File: src/rtl/ebd_pkg.sv
// Shared types and constants of the energy beat detector.
package ebd_pkg;

  localparam int SAMPLE_W  = 16;
  localparam int WORD_W    = 31;
  localparam int RATIO_W   = 10;
  localparam int SMOOTH_W  = 9;
  localparam int MUL_A_W   = 31;
  localparam int MUL_B_W   = 16;
  localparam int PROD_W    = MUL_A_W + MUL_B_W;
  localparam int SQ_FRAC_W = 30;
  localparam int FRAC_W    = 8;
  localparam int CFG_IDX_W = 2;

  typedef logic [SAMPLE_W-1:0] mag_t;
  typedef logic [WORD_W-1:0]   word_t;
  typedef logic [RATIO_W-1:0]  ratio_t;
  typedef logic [SMOOTH_W-1:0] smooth_t;
  typedef logic [MUL_A_W-1:0]  mul_a_t;
  typedef logic [MUL_B_W-1:0]  mul_b_t;
  typedef logic [PROD_W-1:0]   prod_t;
  typedef logic [CFG_IDX_W-1:0] cfg_idx_t;

  localparam cfg_idx_t REG_ENERGY_FLOOR = 2'd0;
  localparam cfg_idx_t REG_BEAT_RATIO   = 2'd1;
  localparam cfg_idx_t REG_SMOOTHING    = 2'd2;

  localparam word_t   FLOOR_RESET  = 31'd10737;
  localparam ratio_t  RATIO_RESET  = 10'd410;
  localparam smooth_t SMOOTH_RESET = 9'd26;
  localparam smooth_t WEIGHT_ONE   = 9'd256;
  localparam prod_t   ROUND_HALF   = 47'd128;
  localparam word_t   Q30_ONE      = 31'h4000_0000;

endpackage

File: src/rtl/ebd_divider.sv
// Restoring divider that produces one quotient bit per cycle.
module ebd_divider #(
  parameter int DIVIDEND_W = 44,
  parameter int DIVISOR_W  = 14
) (
  input  logic                  clk,
  input  logic                  rst_n,
  input  logic                  start,
  input  logic [DIVIDEND_W-1:0] dividend,
  input  logic [DIVISOR_W-1:0]  divisor,
  output logic                  done,
  output logic [DIVIDEND_W-1:0] quotient
);

  localparam int STEP_W = $clog2(DIVIDEND_W + 1);

  logic                  busy_r;
  logic                  done_r;
  logic [STEP_W-1:0]     step_r;
  logic [DIVIDEND_W-1:0] quo_r;
  logic [DIVISOR_W-1:0]  rem_r;
  logic [DIVISOR_W-1:0]  dsr_r;
  logic [DIVISOR_W:0]    trial;
  logic [DIVISOR_W:0]    diff;
  logic                  fits;

  assign trial = {rem_r, quo_r[DIVIDEND_W-1]};
  assign diff  = trial - {1'b0, dsr_r};
  assign fits  = trial >= {1'b0, dsr_r};

  always_ff @(posedge clk) begin
    if (!rst_n) begin
      busy_r <= 1'b0;
      done_r <= 1'b0;
      step_r <= '0;
    end else begin
      done_r <= 1'b0;
      if (start) begin
        busy_r <= 1'b1;
        step_r <= STEP_W'(DIVIDEND_W);
        quo_r  <= dividend;
        rem_r  <= '0;
        dsr_r  <= divisor;
      end else if (busy_r) begin
        quo_r  <= {quo_r[DIVIDEND_W-2:0], fits};
        rem_r  <= fits ? diff[DIVISOR_W-1:0] : trial[DIVISOR_W-1:0];
        step_r <= step_r - STEP_W'(1);
        if (step_r == STEP_W'(1)) begin
          busy_r <= 1'b0;
          done_r <= 1'b1;
        end
      end
    end
  end

  assign done     = done_r;
  assign quotient = quo_r;

endmodule

File: src/rtl/energy_beat_detector.sv
// Top level of the energy beat detector: accumulator, sequencer and shared multiplier.
//
// Usage: audio words (signed Q1.15) enter on the in_ channel, one at a time, with
// in_last marking the final word of a block. Each word is squared and summed; on the
// last word the block's mean energy is found, compared against the running average
// and a beat flag, the energy, the updated average and the overflow flag leave as
// one word on the out_ channel. Words that are not last produce nothing.
// A word that is not last passes S_SQ and S_ACC with in_ready low, then back to S_IDLE.
// A last word goes on through S_DIV, S_RATIO, S_BEAT, S_BLEND and S_FIN; the sum has
// SUM_W = 30 + clog2(MAX_BLOCK + 1) bits, and the restoring divider gives one quotient
// bit per cycle, and one 31 x 16 multiplier is shared by the square, the ratio
// test and both terms of the average update.
// The result sits in an output register, so the next block is accepted while it
// waits; only a second result stalls the sequencer until out_ready takes the first.
// The cfg_ channel is always ready; write it only while the block is idle.
// Synchronous reset clears the accumulators, the average and the output valid, and
// restores the register defaults.
module energy_beat_detector #(
  parameter int MAX_BLOCK = 8192
) (
  input  logic                           clk,
  input  logic                           rst_n,
  input  logic                           in_valid,
  output logic                           in_ready,
  input  logic signed [15:0]             in_sample,
  input  logic                           in_last,
  output logic                           out_valid,
  input  logic                           out_ready,
  output logic                           out_beat,
  output logic [30:0]                    out_energy,
  output logic [30:0]                    out_average,
  output logic                           out_overflow,
  input  logic                           cfg_valid,
  output logic                           cfg_ready,
  input  logic [1:0]                     cfg_index,
  input  logic [30:0]                    cfg_data
);

  localparam int CNT_W = $clog2(MAX_BLOCK + 1);
  localparam int SUM_W = ebd_pkg::SQ_FRAC_W + CNT_W;

  typedef enum logic [2:0] {
    S_IDLE, S_SQ, S_ACC, S_DIV, S_RATIO, S_BEAT, S_BLEND, S_FIN
  } state_t;

  state_t                 state_r;
  ebd_pkg::mag_t          mag_r;
  logic                   last_r;
  logic                   add_r;
  logic                   sat_r;
  logic [SUM_W-1:0]       sum_r;
  logic [CNT_W-1:0]       count_r;
  ebd_pkg::word_t         avg_r;
  ebd_pkg::word_t         floor_r;
  ebd_pkg::ratio_t        ratio_r;
  ebd_pkg::smooth_t       smooth_r;
  ebd_pkg::prod_t         prod_r;
  ebd_pkg::prod_t         tmp_r;
  logic                   beat_r;
  logic                   out_valid_r;
  logic                   out_beat_r;
  ebd_pkg::word_t         out_energy_r;
  ebd_pkg::word_t         out_average_r;
  logic                   out_overflow_r;

  logic [SUM_W-1:0]       sum_nxt;
  logic [CNT_W-1:0]       count_nxt;
  ebd_pkg::mul_a_t        mul_a;
  ebd_pkg::mul_b_t        mul_b;
  ebd_pkg::smooth_t       weight;
  ebd_pkg::smooth_t       keep;
  ebd_pkg::word_t         energy;
  ebd_pkg::prod_t         blend;
  ebd_pkg::word_t         avg_nxt;
  logic                   beat_nxt;
  logic                   div_start;
  logic                   div_done;
  logic [SUM_W-1:0]       div_quo;
  logic                   out_free;

  assign sum_nxt   = add_r ? sum_r + SUM_W'(prod_r[ebd_pkg::SQ_FRAC_W:0]) : sum_r;
  assign count_nxt = add_r ? count_r + CNT_W'(1) : count_r;
  assign div_start = (state_r == S_ACC) && last_r;

  ebd_divider #(
    .DIVIDEND_W (SUM_W),
    .DIVISOR_W  (CNT_W)
  ) u_divider (
    .clk      (clk),
    .rst_n    (rst_n),
    .start    (div_start),
    .dividend (sum_nxt),
    .divisor  (count_nxt),
    .done     (div_done),
    .quotient (div_quo)
  );

  assign energy = div_quo[ebd_pkg::WORD_W-1:0];
  assign weight = (smooth_r > ebd_pkg::WEIGHT_ONE) ? ebd_pkg::WEIGHT_ONE : smooth_r;
  assign keep   = ebd_pkg::WEIGHT_ONE - weight;

  always_comb begin
    unique case (state_r) inside
      S_SQ: begin
        mul_a = ebd_pkg::mul_a_t'(mag_r);
        mul_b = mag_r;
      end
      S_RATIO: begin
        mul_a = avg_r;
        mul_b = ebd_pkg::mul_b_t'(ratio_r);
      end
      S_BEAT: begin
        mul_a = avg_r;
        mul_b = ebd_pkg::mul_b_t'(keep);
      end
      S_BLEND, S_FIN: begin
        mul_a = energy;
        mul_b = ebd_pkg::mul_b_t'(weight);
      end
      default: begin
        mul_a = '0;
        mul_b = '0;
      end
    endcase
  end

  assign beat_nxt = (avg_r > floor_r) &&
                    (ebd_pkg::prod_t'({energy, {ebd_pkg::FRAC_W{1'b0}}}) > prod_r);
  assign blend    = tmp_r + prod_r + ebd_pkg::ROUND_HALF;
  assign avg_nxt  = (weight == '0) ? avg_r
                                   : ebd_pkg::word_t'(blend >> ebd_pkg::FRAC_W);
  assign out_free = !out_valid_r || out_ready;

  always_ff @(posedge clk) begin
    prod_r <= ebd_pkg::prod_t'(mul_a) * ebd_pkg::prod_t'(mul_b);
    if (!rst_n) begin
      state_r     <= S_IDLE;
      sum_r       <= '0;
      count_r     <= '0;
      sat_r       <= 1'b0;
      avg_r       <= '0;
      floor_r     <= ebd_pkg::FLOOR_RESET;
      ratio_r     <= ebd_pkg::RATIO_RESET;
      smooth_r    <= ebd_pkg::SMOOTH_RESET;
      out_valid_r <= 1'b0;
    end else begin
      if (out_valid_r && out_ready && (state_r != S_FIN)) begin
        out_valid_r <= 1'b0;
      end
      if (cfg_valid) begin
        unique case (cfg_index)
          ebd_pkg::REG_ENERGY_FLOOR: floor_r  <= cfg_data;
          ebd_pkg::REG_BEAT_RATIO:   ratio_r  <= cfg_data[ebd_pkg::RATIO_W-1:0];
          ebd_pkg::REG_SMOOTHING:    smooth_r <= cfg_data[ebd_pkg::SMOOTH_W-1:0];
          default: ;
        endcase
      end
      unique case (state_r)
        S_IDLE: begin
          if (in_valid) begin
            mag_r  <= in_sample[15] ? ebd_pkg::mag_t'(~in_sample + 16'sd1)
                                    : ebd_pkg::mag_t'(in_sample);
            last_r <= in_last;
            add_r  <= count_r < CNT_W'(MAX_BLOCK);
            if (count_r >= CNT_W'(MAX_BLOCK)) begin
              sat_r <= 1'b1;
            end
            state_r <= S_SQ;
          end
        end
        S_SQ: begin
          state_r <= S_ACC;
        end
        S_ACC: begin
          sum_r   <= sum_nxt;
          count_r <= count_nxt;
          state_r <= last_r ? S_DIV : S_IDLE;
        end
        S_DIV: begin
          if (div_done) begin
            state_r <= S_RATIO;
          end
        end
        S_RATIO: begin
          state_r <= S_BEAT;
        end
        S_BEAT: begin
          beat_r  <= beat_nxt;
          state_r <= S_BLEND;
        end
        S_BLEND: begin
          tmp_r   <= prod_r;
          state_r <= S_FIN;
        end
        S_FIN: begin
          if (out_free) begin
            out_valid_r    <= 1'b1;
            out_beat_r     <= beat_r;
            out_energy_r   <= energy;
            out_average_r  <= avg_nxt;
            out_overflow_r <= sat_r;
            avg_r          <= avg_nxt;
            sum_r          <= '0;
            count_r        <= '0;
            sat_r          <= 1'b0;
            state_r        <= S_IDLE;
          end
        end
        default: state_r <= S_IDLE;
      endcase
    end
  end

  assign in_ready     = (state_r == S_IDLE);
  assign cfg_ready    = 1'b1;
  assign out_valid    = out_valid_r;
  assign out_beat     = out_beat_r;
  assign out_energy   = out_energy_r;
  assign out_average  = out_average_r;
  assign out_overflow = out_overflow_r;

endmodule

File: config.mk
export PLATFORM = sky130hd
export DESIGN_NAME = energy_beat_detector
export DESIGN_NICKNAME = d
export VERILOG_FILES = /design/src/rtl/ebd_pkg.sv /design/src/rtl/ebd_divider.sv /design/src/rtl/energy_beat_detector.sv
export SDC_FILE = /design/constraint.sdc
export NUM_CORES = 2
export LEC_CHECK = 0
export BUFFER_PORTS_ARGS = -buffer_cell sky130_fd_sc_hd__buf_2
export CORE_MARGIN = 2
export CORE_UTILIZATION = 45
export DETAILED_ROUTE_END_ITERATION = 10
export GPL_ROUTABILITY_DRIVEN = 0
export PLACE_DENSITY = 0.68
export SYNTH_ARGS = -nofsm -noshare
export SYNTH_HDL_FRONTEND = slang
export SYNTH_SLANG_ARGS = --single-unit
export TNS_END_PERCENT = 30
File: constraint.sdc
create_clock -name clk -period 16.8 [get_ports clk]
set_input_delay 3.36 -clock clk [delete_from_list [all_inputs] [get_ports clk]]
set_output_delay 3.36 -clock clk [all_outputs]
set_load 0.05 [all_outputs]
**After elaboration in Yosys (flattened, before gate mapping)**

Cells that the tools add are included.

- $add $sub $neg: 8
- $mul: 1
- Magnitude comparators: 6
- Equality and inequality tests: 15
- Mux-type cells: 33
- Bitwise logic cells: 3
- Reduce and logical (&&, ||, !) cells: 29

Operators by type and width:

| operator | count |
|---|---|
| 2-to-1 mux 44 bit | 4 |
| one-hot mux 31 bit (3 select lines) | 1 |
| one-hot mux 44 bit (2 select lines) | 1 |
| one-hot mux 16 bit (4 select lines) | 1 |
| 2-to-1 mux 14 bit | 4 |
| greater-than comparator 39 x 47 -> 1 bit | 1 |
| multiplier 31 x 16 -> 47 bit | 1 |
| adder 44 x 31 -> 44 bit | 1 |
| adder 39 bit | 1 |
| adder 39 x 8 -> 39 bit, second input constant | 1 |
| greater-than comparator 31 bit | 1 |
| 2-to-1 mux 31 bit | 1 |
| one-hot mux 14 bit (2 select lines) | 1 |
| one-hot mux 3 bit (8 select lines) | 1 |
| AND reduction 2 bit | 9 |
| adder 16 x 2 -> 16 bit, second input constant | 1 |
| NOT 16 bit | 1 |
| greater-or-equal comparator 15 x 14 -> 1 bit | 1 |
| 2-to-1 mux 15 bit | 1 |
| adder 14 x 1 -> 14 bit, second input constant | 1 |
| greater-or-equal comparator 14 bit, second input constant | 1 |
| less-than comparator 14 bit, second input constant | 1 |
| subtractor 14 bit | 1 |
| == test 3 bit, second input constant | 4 |
| other kinds (29) | 54 |

- Flip-flop bits (word level): 393
- Input port bits: 55
- Output and inout bits: 67
- Logic and storage cells: 122

**Depth between registers and ports, before layout**

- Depth in word-level cells: 5
- Gate-level depth with buffers: 37

**Modules after synthesis**

Synthesis repeated with hierarchy kept, for this count alone.

- Cells, all modules: 4003
- Area, all modules: 37101.8 sq um

By module, submodules not included:

| module | instances | cells an instance | area each (sq um) | seq. area each (sq um) |
|---|---|---|---|---|
| energy_beat_detector | 1 | 3699 | 33053.0 | 7487.2 |
| ebd_divider | 1 | 304 | 4048.9 | 2322.2 |

**Worst setup path after synthesis**

Ideal clock, no wire load.

- Path type: register to register
- Start point: register smooth_r[8]
- End point: register prod_r[29]
- Arrival: 7660 ps
- Required time: 16674 ps
- Slack: 9014 ps
- Stages on the path, launching flop included: 35
- Path buffers: 4
- Period minus slack after synthesis: 7786 ps
- Path through: dfxtp_1 clkbuf_1 inv_1 nand2_1 ha_1 inv_1 nor2_1 ha_1 nand2_1 o21ai_0 o21ai_0 a22o_1 clkbuf_1 buf_1 nand2_1 fa_1 fa_1 fa_1 inv_1 fa_1 fa_1 inv_1 fa_1 inv_1 ha_1 clkbuf_1 a21o_1 a211o_1 a21oi_1 o21ai_0 a21oi_1 o21bai_1 a2111oi_0 nor2_1 xor2_1

- Longest elaborated chain between the ends: 5

Ends and longest elaborated chain:

| item | RTL line | source |
|---|---|---|
| from (decl) | energy_beat_detector.sv:56 | `ebd_pkg::smooth_t smooth_r;` |
| from (signal assigned) | energy_beat_detector.sv:144 | `smooth_r <= ebd_pkg::SMOOTH_RESET;` |
| from (signal assigned) | energy_beat_detector.sv:154 | `ebd_pkg::REG_SMOOTHING: smooth_r <= cfg_data[ebd_pkg::SMOOTH_W-1:0];` |
| greater-than comparator 9 bit | energy_beat_detector.sv:99 | `assign weight = (smooth_r > ebd_pkg::WEIGHT_ONE) ? ebd_pkg::WEIGHT_ONE : smooth_r;` |
| 2-to-1 mux 9 bit (*) | energy_beat_detector.sv:99 |  |
| subtractor 9 bit | energy_beat_detector.sv:100 | `assign keep = ebd_pkg::WEIGHT_ONE - weight;` |
| one-hot mux 16 bit (4 select lines) (*) | energy_beat_detector.sv:103 | `unique case (state_r) inside` |
| multiplier 31 x 16 -> 47 bit (*) | energy_beat_detector.sv:135 | `prod_r <= ebd_pkg::prod_t'(mul_a) * ebd_pkg::prod_t'(mul_b);` |
| to (signal assigned) | energy_beat_detector.sv:135 |  |
| to (decl) | energy_beat_detector.sv:57 | `ebd_pkg::prod_t prod_r;` |

Every way passes the cells marked *; elsewhere a longest branch is shown, timed or not.
A chain may end at the register's enable or synchronous reset.

**Worst setup path in the final report**

- Start point: register smooth_r[8]
- End point: register prod_r[37]

Same word-level chain as after synthesis.

==> impl_metrics.tcl <==
set metrics [dict create \
    status "finished clean" \
    ant_nets 0 \
    drv_cap 0 \
    dp_cells 5119 \
    crit_path_start_kind "flip-flop" \
    die-area_um2 82800 \
    slowest_delay_ps 1010 \
    synth_cell_types 82 \
    critPathMaxFanout 28 \
    max_freq_mhz 107 \
    grt_start_max_net_pins 87 \
    grt_pass1_vias 27551 \
    netlist_instances 3974 \
    overflow 0 \
    grt_pass1_wl_um 154000 \
    crit_path_frequent_cell "inv_1" \
    antenna_found_initial 4 \
    cts-root-buf "clkbuf_16" \
    required_ps 17310 \
    synthFlopType "dfxtp_1" \
    critPathArrivalTime_ps 9890 \
    worst_pin_slew_ps 1270 \
    final-seq-area_um2 9810 \
    fillCellCount 7527 \
    cts_resized 0 \
    cts.sinks 393 \
    port_buffers 120 \
    start_util_pct 45.2 \
    fin_tns_setup_ps 0 \
    drc_errors 0 \
    die_w_um 288 \
    min_path_type "reg -> reg" \
    cts_buffers 45 \
    wl_per_cell_um 18.8 \
    grt_usage_pct 24.0 \
    ys_top_cells_by_count "636 x inv_1, 524 x nand2_1, 406 x fa_1" \
    hpwl_um 77700 \
    dr.pass1.iters 5 \
    syn_area_um2 36200 \
    syn_to_final_growth_pct 9.82 \
    leakagePower_nw 18.1 \
    synth_top_area_share_pct 22.4 \
    end_kind "flip-flop" \
    die_h_um 288 \
    synth_most_common_cell "inv_1" \
    synth_async_sr_flop_share_pct 0 \
    io_pins 122 \
    power.density_nw_per_um2 85.1 \
    post_cts_buffers 0 \
    critPathKind "reg -> reg" \
    drive_gt1_share_pct 6.81 \
    cts_tree "built" \
    htree_levels 2 \
    fin_crit_sh_pct 55.8 \
    clock_latency_ps 630 \
    via_count 28379 \
    synth_area_leader_cell "fa_1" \
    drtIter0Drc 2568 \
    cts_hold_buffers 0 \
    fin_worst_skew_ps 56.1 \
    hold_viol_final 0 \
    synth_seq_cells 393 \
    ir_worst_vdd_mv 0.102 \
    worst_path_max_delay_cell "a22o_1" \
    cts_max_path_buffers 3 \
    synth-seq-area-share_pct 27.1 \
    totalWireLength_um 98100 \
    multi_input_area_um2 23800 \
    clk_pin_slew_worst_paths_ps 60 \
    via_per_inst 5.45 \
    final_cells 5206 \
    rsz0062_at_grt "no" \
    synth_area_leaders "fa_1 22%, edfxtp_1 16%, dfxtp_1 11%" \
    final_nets 4873 \
    final-setup-viol-count 0 \
    layout_min_cycle_time_ps 9380 \
    slew_viol_final 0 \
    rows 104 \
    coreArea_um2 80200 \
    syn_avg_cell_area_um2 9.11 \
    synth_warnings 0 \
    slew_headroom_pct 15.4 \
    synth_edf_count 194 \
]
## cells by family after synthesis
group | synth area share [%]
XOR/XNOR | 3.63
AND/OR/NAND/NOR | 13.7
multiplexers | 1.84
flip-flops | 27.1
buffers and inverters | 8.27
adder cells (fa/ha/maj) | 33.0
AO/OA/AOI/OAI | 12.4
other | 0.0207
## through the flow
step / total power, mW / utilization, % / worst slack (ps) / hold slack (ps) / area, um2
floorplan: 2.03 / - / 9010 / 400 / 36500
global placement: 2.31 / 47.7 / 7750 / 443 / 38200
detailed placement: 2.32 / 47.7 / 7620 / 449 / 38200
CTS: 3.36 / 49.6 / 7530 / 458 / 39800
global route: 3.59 / 49.6 / 6800 / 480 / 39800
finish: 3.38 / 49.6 / 7420 / 456 / 39800
## state kept, by name, indices dropped and copies added, names as in the netlist, 9 cells and up
name                cells
sum_r                  44
out_average            31
ratio_r                10
avg_r                  31
u_divider.dsr_r        14
tmp_r                  39
count_r                14
u_divider.rem_r        14
mag_r                  16
prod_r                 47
floor_r                31
out_energy             31
u_divider.quotient     44
smooth_r                9
## path summary, 6_finish.rpt
kind	depth (start not counted)	startpoint	slack [ps]	endpoint
worst min register to register	2	floor_r[3]$_SDFFE_PN0P_	460	floor_r[3]$_SDFFE_PN0P_
worst min-delay path	2	floor_r[3]$_SDFFE_PN0P_	460	floor_r[3]$_SDFFE_PN0P_
worst max register to register	33	smooth_r[8]$_SDFFE_PN0P_	7420	prod_r[37]$_DFF_P_
worst max-delay path	33	smooth_r[8]$_SDFFE_PN0P_	7420	prod_r[37]$_DFF_P_
## cells in the final DEF (no fill, tap or decap), drive strengths merged, types with 19 or more instances in the layout
cell,instances
fa,406
nor2,314
a31oi,28
nor2b,19
a22oi,30
o21ai,179
xor2,53
nand3,72
clkbuf,54
conb,91
clkinv,19
edfxtp,194
dfxtp,199
nand2,524
buf,154
ha,306
nand4,28
xnor2,97
and2,24
a21o,93
nand2b,30
a21oi,203
mux2,20
inv,642
nor3,68
mux2i,44
and3,21
## worst max-delay path: cells and delay by family, from the launching register on
| family | cells | cell delay [ps] |
|---|---|---|
| flip-flops | 1 | 530 |
| adder cells (fa/ha/maj) | 9 | 3340 |
| AO/OA/AOI/OAI | 12 | 3620 |
| buffers and inverters | 7 | 1030 |
| XOR/XNOR | 1 | 130 |
| AND/OR/NAND/NOR | 4 | 590 |
## cell type report
cell class                 instances  share of cell area [%]
sequential                       393                    24.7
tap                             1060                    3.33
antenna                            3                  0.0189
multi-input combinational       2874                    59.9
timing repair buffer             154                    2.15
inverter                         638                    6.02
clock buffer                      54                    3.00
clock inverter                    30                   0.931
## layer usage
| metal | track usage [%] | part of all wire (%) |
|---|---|---|
| met1 | 33.3 | 43 |
| met2 | 38.0 | 46 |
| met3 | 3.40 | 7.3 |
| met4 | 9.17 | 4.2 |
| met5 | 0 | 0.029 |
## power breakdown
part / total, mW / internal, mW / switching (mW)
logic: 1.22 / 0.477 / 0.740
registers: 1.13 / 1.08 / 0.0528
clock network: 1.04 / 0.596 / 0.442
total: 3.38 / 2.15 / 1.23
Note: power is estimated with default switching activity, not from simulation.
